File: src/design/osset_ram.sv
// Generic simple dual-port RAM: one write port, one read port, registered read.
// No dependencies.
`default_nettype none

module osset_ram #(
  parameter int WIDTH = 8,
  parameter int DEPTH = 16
) (
  input  wire logic                     clk,
  input  wire logic                     we,
  input  wire logic [$clog2(DEPTH)-1:0] waddr,
  input  wire logic [WIDTH-1:0]         wdata,
  input  wire logic [$clog2(DEPTH)-1:0] raddr,
  output logic      [WIDTH-1:0]         rdata
);

  logic [WIDTH-1:0] mem [DEPTH];

  always_ff @(posedge clk) begin
    if (we) begin
      mem[waddr] <= wdata;
    end
    rdata <= mem[raddr];
  end

endmodule

`default_nettype wire

File: config.mk
export PLATFORM = sky130hd
export DESIGN_NAME = osset_ram
export DESIGN_NICKNAME = d
export VERILOG_FILES = /design/src/design/osset_ram.sv
export SDC_FILE = /design/constraint.sdc
export NUM_CORES = 1
export LEC_CHECK = 0
export BUFFER_PORTS_ARGS = -buffer_cell sky130_fd_sc_hd__buf_2
export CAP_MARGIN = 40
export CORE_MARGIN = 2
export CORE_UTILIZATION = 45
export DETAILED_ROUTE_END_ITERATION = 10
export GPL_TIMING_DRIVEN = 0
export SYNTH_ARGS = -nofsm -noshare
export SYNTH_HDL_FRONTEND = slang
export SYNTH_SLANG_ARGS = --single-unit
File: constraint.sdc
create_clock -name clk -period 3 [get_ports clk]
set_input_delay 0.3 -clock clk [delete_from_list [all_inputs] [get_ports clk]]
set_output_delay 0.3 -clock clk [all_outputs]
set_load 0.1 [all_outputs]
# Word level (Yosys, flattened, before mapping)
# Memories as Yosys holds them, arrays and structs flattened. A register that Yosys moved wholly into a read port is not among the register bits.
# Index checks and enable logic that the tools add are counted.
# W data, S select, Z words.
# classes
muxes	2
# ops
op	n
$mux W1	2
# totals
reg_bits	0
n_memories	1
wordCells	3
out_inout_bits	8
inputBits	18
ram_bits	128
# mem_list
memory	depth	width	rd	rd_clocked_by_memory_dff	write_ports	line	text
mem	16	8	1	1	1	17	logic [WIDTH-1:0] mem [DEPTH];

# Longest topological paths before layout
# logic_depth
word_depth	2
mapped_depth	5
mapped_depth_nobuf	3

# Least setup slack after synthesis
# No wires, ideal clock.
# synth_path
kind	input port to flip-flop
from	in waddr[2]
to	mem mem[0][0] (enable)
path_buffers	0
path_stages	2
path_slack_ns	1.207
setup_ns	0.383
required_ns	2.617
arrival_ns	1.410
path_cell_list	or3b_2 -> nor3_1
# synth_rtl
item	line	text
from (decl)	11	input wire logic [$clog2(DEPTH)-1:0] waddr,
to (decl)	17	
# Straight into the memory's write port.

# Final worst setup path
# layout_path
from	in waddr[2]
to	mem mem[1][7] (enable)
# Straight into the memory's write port.

==> impl_metrics.yaml <==
sta:
  hold_viol: 0
  setup_slack_ns: 1.429
  layout_min_cycle_time_ns: 1.571
  final.setup.tns_ns: 0
  relSlewSlack_pct: 42.63
  setup_viol: 0
  fmax_mhz: 636.7
  finClkSkew_ns: 0.006482
  tightest_slew_ns: 0.8540
  maxSlewViolCount: 0
  hold_ws_ns: 0.2950
  finalCritPeriodShare_pct: 52.35
  rsz0062_at_grt: "no"
placed_design:
  dp_hpwl_um: 6158
  pre_cts_slack_ns: 0.9814
  portBuffers: 24
  gp_congestion: 0.7329
power_and_ir_drop:
  p_per_area_nw_per_um2: 734.8
  vdd_drop_max_mv: 0.4329
  p_int_mw: 3.500
  combPwrFrac_pct: 6.6
  p_sw_mw: 0.9546
  p_clk_share_pct: 45.5
  p_leak_nw: 2.043
  power.share.sequential_pct: 47.9
  swShare_pct: 21.43
final_layout:
  fillCellCount: 838
  drive_above_1_share_pct: 30.00
  fin_nets: 295
  diodes: 0
  syn2layout_area_growth_pct: 17.77
global_route:
  antenna_found_initial: 0
  overflow: 0
  grt_use_total_pct: 17.19
  grt_pass1_wl_um: 14720
  grt_pass1_vias: 2374
  grt_max_degree: 17
clocking:
  clk_pin_slew_ns: 0.06
  cts_tree: "done"
  cts-root-buf: "clkbuf_16"
  cts_made_buffers: 17
  cts_setup_buffers: 0
  cts.htree.levels: 4
  ctsResizeCount: 0
  postCtsHoldBufs: 0
  clockBufferDepth: 2
  clk_latency_ns: 0.41
  cts_sinks: 136
routing:
  wire_per_inst_um: 22.56
  highest_layer: "met4"
  drc: 0
  vias_per_cell: 5.494
  wl_met3_um: 564
  vias: 2379
  drt_iter0_drc: 165
  wirelength_um: 9769
  dr.pass1.iters: 4
  antenna_left: 0
  wl_met2_um: 4876
  drt-met1-wl_um: 4200
worst_setup_path:
  arrival_ns: 1.60
  startpoint: "waddr[2]"
  end_kind: "flip-flop"
  worstPathMaxFanout: 8
  criticalPathCategory: "primary input to flip-flop"
  start_kind: "primary input"
  worstPathRequired_ns: 3.03
  reg2reg_from: "mem[0][0]$_DFFE_PP_"
synth:
  ys_warn_count: 0
  ys_ff_latch: 136
  ys_seq_area_share_pct: 77.78
  syn_inst: 229
  syn_area_per_cell_um2: 22.48
  syn_area_um2: 5147
  yosysTopAreaCellShare_pct: 74.67
  yosysUniqueCellTypes: 19
  syn_nets: 247
  yosys-top-cells-area: "edfxtp_1 (75%), mux4_2 (7.9%), mux4_1 (7.1%)"
  yosysTopAreaCell: "edfxtp_1"
floorplanning:
  fp.dieW_um: 111.0
  die_y_um: 111.0
  rows: 39
  io_pins: 26
  core_um2: 11270
  die_area_um2: 12310
  start_util_pct: 45.67
worst_hold_path:
  holdCritPathClass: "primary input to flip-flop"
  min_from: "wdata[1]"
job:
  drv_cap: 0
run_status:
  status: "complete, no violations"
## stage by stage
step           instances  cell area [µm²]  util, %  power, mW
2_1_floorplan        229             5147        -      2.373
3_3_place_gp         396             5446    48.32      2.461
3_5_place_dp         401             5477    48.58      2.469
4_1_cts              433             6062    53.78      4.493
5_1_grt              433             6062    53.78      4.594
6_report             433             6062    53.78      4.454
## worst paths after layout
kind	slack, ns	endpoint	cells after the start
setup / recovery	1.43	mem[1][7]$_DFFE_PP_	3
hold / removal	0.30	mem[8][1]$_DFFE_PP_	1
setup reg to reg	1.55	rdata[0]$_DFF_P_	3
hold reg to reg	0.68	rdata[2]$_DFF_P_	3
## routing by layer
metal | track usage (%) | vias to the layer above
met3 | 4.647 | 8
met4 | 8.000 | 0
met5 | 0 | -
met1 | 23.79 | 1226
li1 | - | 1074
met2 | 25.77 | 71
## cell usage in the layout, fill, tap and decap left out, drive strengths merged
| master | count |
|---|---|
| or3b | 1 |
| bufinv | 3 |
| nand3 | 1 |
| nand3b | 2 |
| a22oi | 16 |
| nor2b | 1 |
| nand2b | 2 |
| clkinv | 8 |
| clkdlybuf4s25 | 3 |
| edfxtp | 128 |
| mux4 | 32 |
| buf | 36 |
| nand2 | 9 |
| nor3 | 4 |
| and2b | 1 |
| clkinvlp | 4 |
| and2 | 1 |
| dfxtp | 8 |
| clkbuf | 17 |
| nor2 | 13 |
## power groups by stage
stage | sequential (mW) | clock [mW] | combinational [mW]
CTS | 2.14 | 2.06 | 0.297
floorplan | 2.27 | 0 | 0.108
finish | 2.13 | 2.03 | 0.293
global route | 2.14 | 2.15 | 0.310
detailed placement | 2.17 | 0 | 0.295
global placement | 2.17 | 0 | 0.290
## sequential cells by signal, indices dropped and copies added (netlist names)
signal  flops
mem       128
rdata       8
## critical path, stage by stage
cell,delay [ns]
buf_2,0.11
or3b_2,0.53
nor2_1,0.65
## kinds of logic after synthesis
group           synth area share, %
compound gates                2.334
buf+inv                       1.677
mux                           15.02
simple gates                  3.184
flops                         77.78
## final cells by class
type | instances | area, µm² | share of cell area (%)
flip-flops and latches | 136 | 4004 | 66.05
multi-input cells | 83 | 1057 | 17.44
clock buffers | 17 | 425.4 | 7.018
well taps | 143 | 178.9 | 2.952
clock inverters | 15 | 160.2 | 2.642
repair buffers | 29 | 150.1 | 2.477
plain buffers | 10 | 86.33 | 1.424
## synthesized netlist by cell type
master,count
nand2_1,9
dfxtp_1,8
and2_1,1
nand3b_1,2
or3b_2,1
nor2_1,13
mux4_1,14
clkdlybuf4s25_2,3
edfxtp_1,128
nor3_1,4
buf_2,3
buf_4,1
and2b_1,1
buf_6,3
a22oi_1,16
mux4_2,18
nor2b_1,1
nand2b_1,2
nand3_1,1
Power figures use the tool's default switching activity.
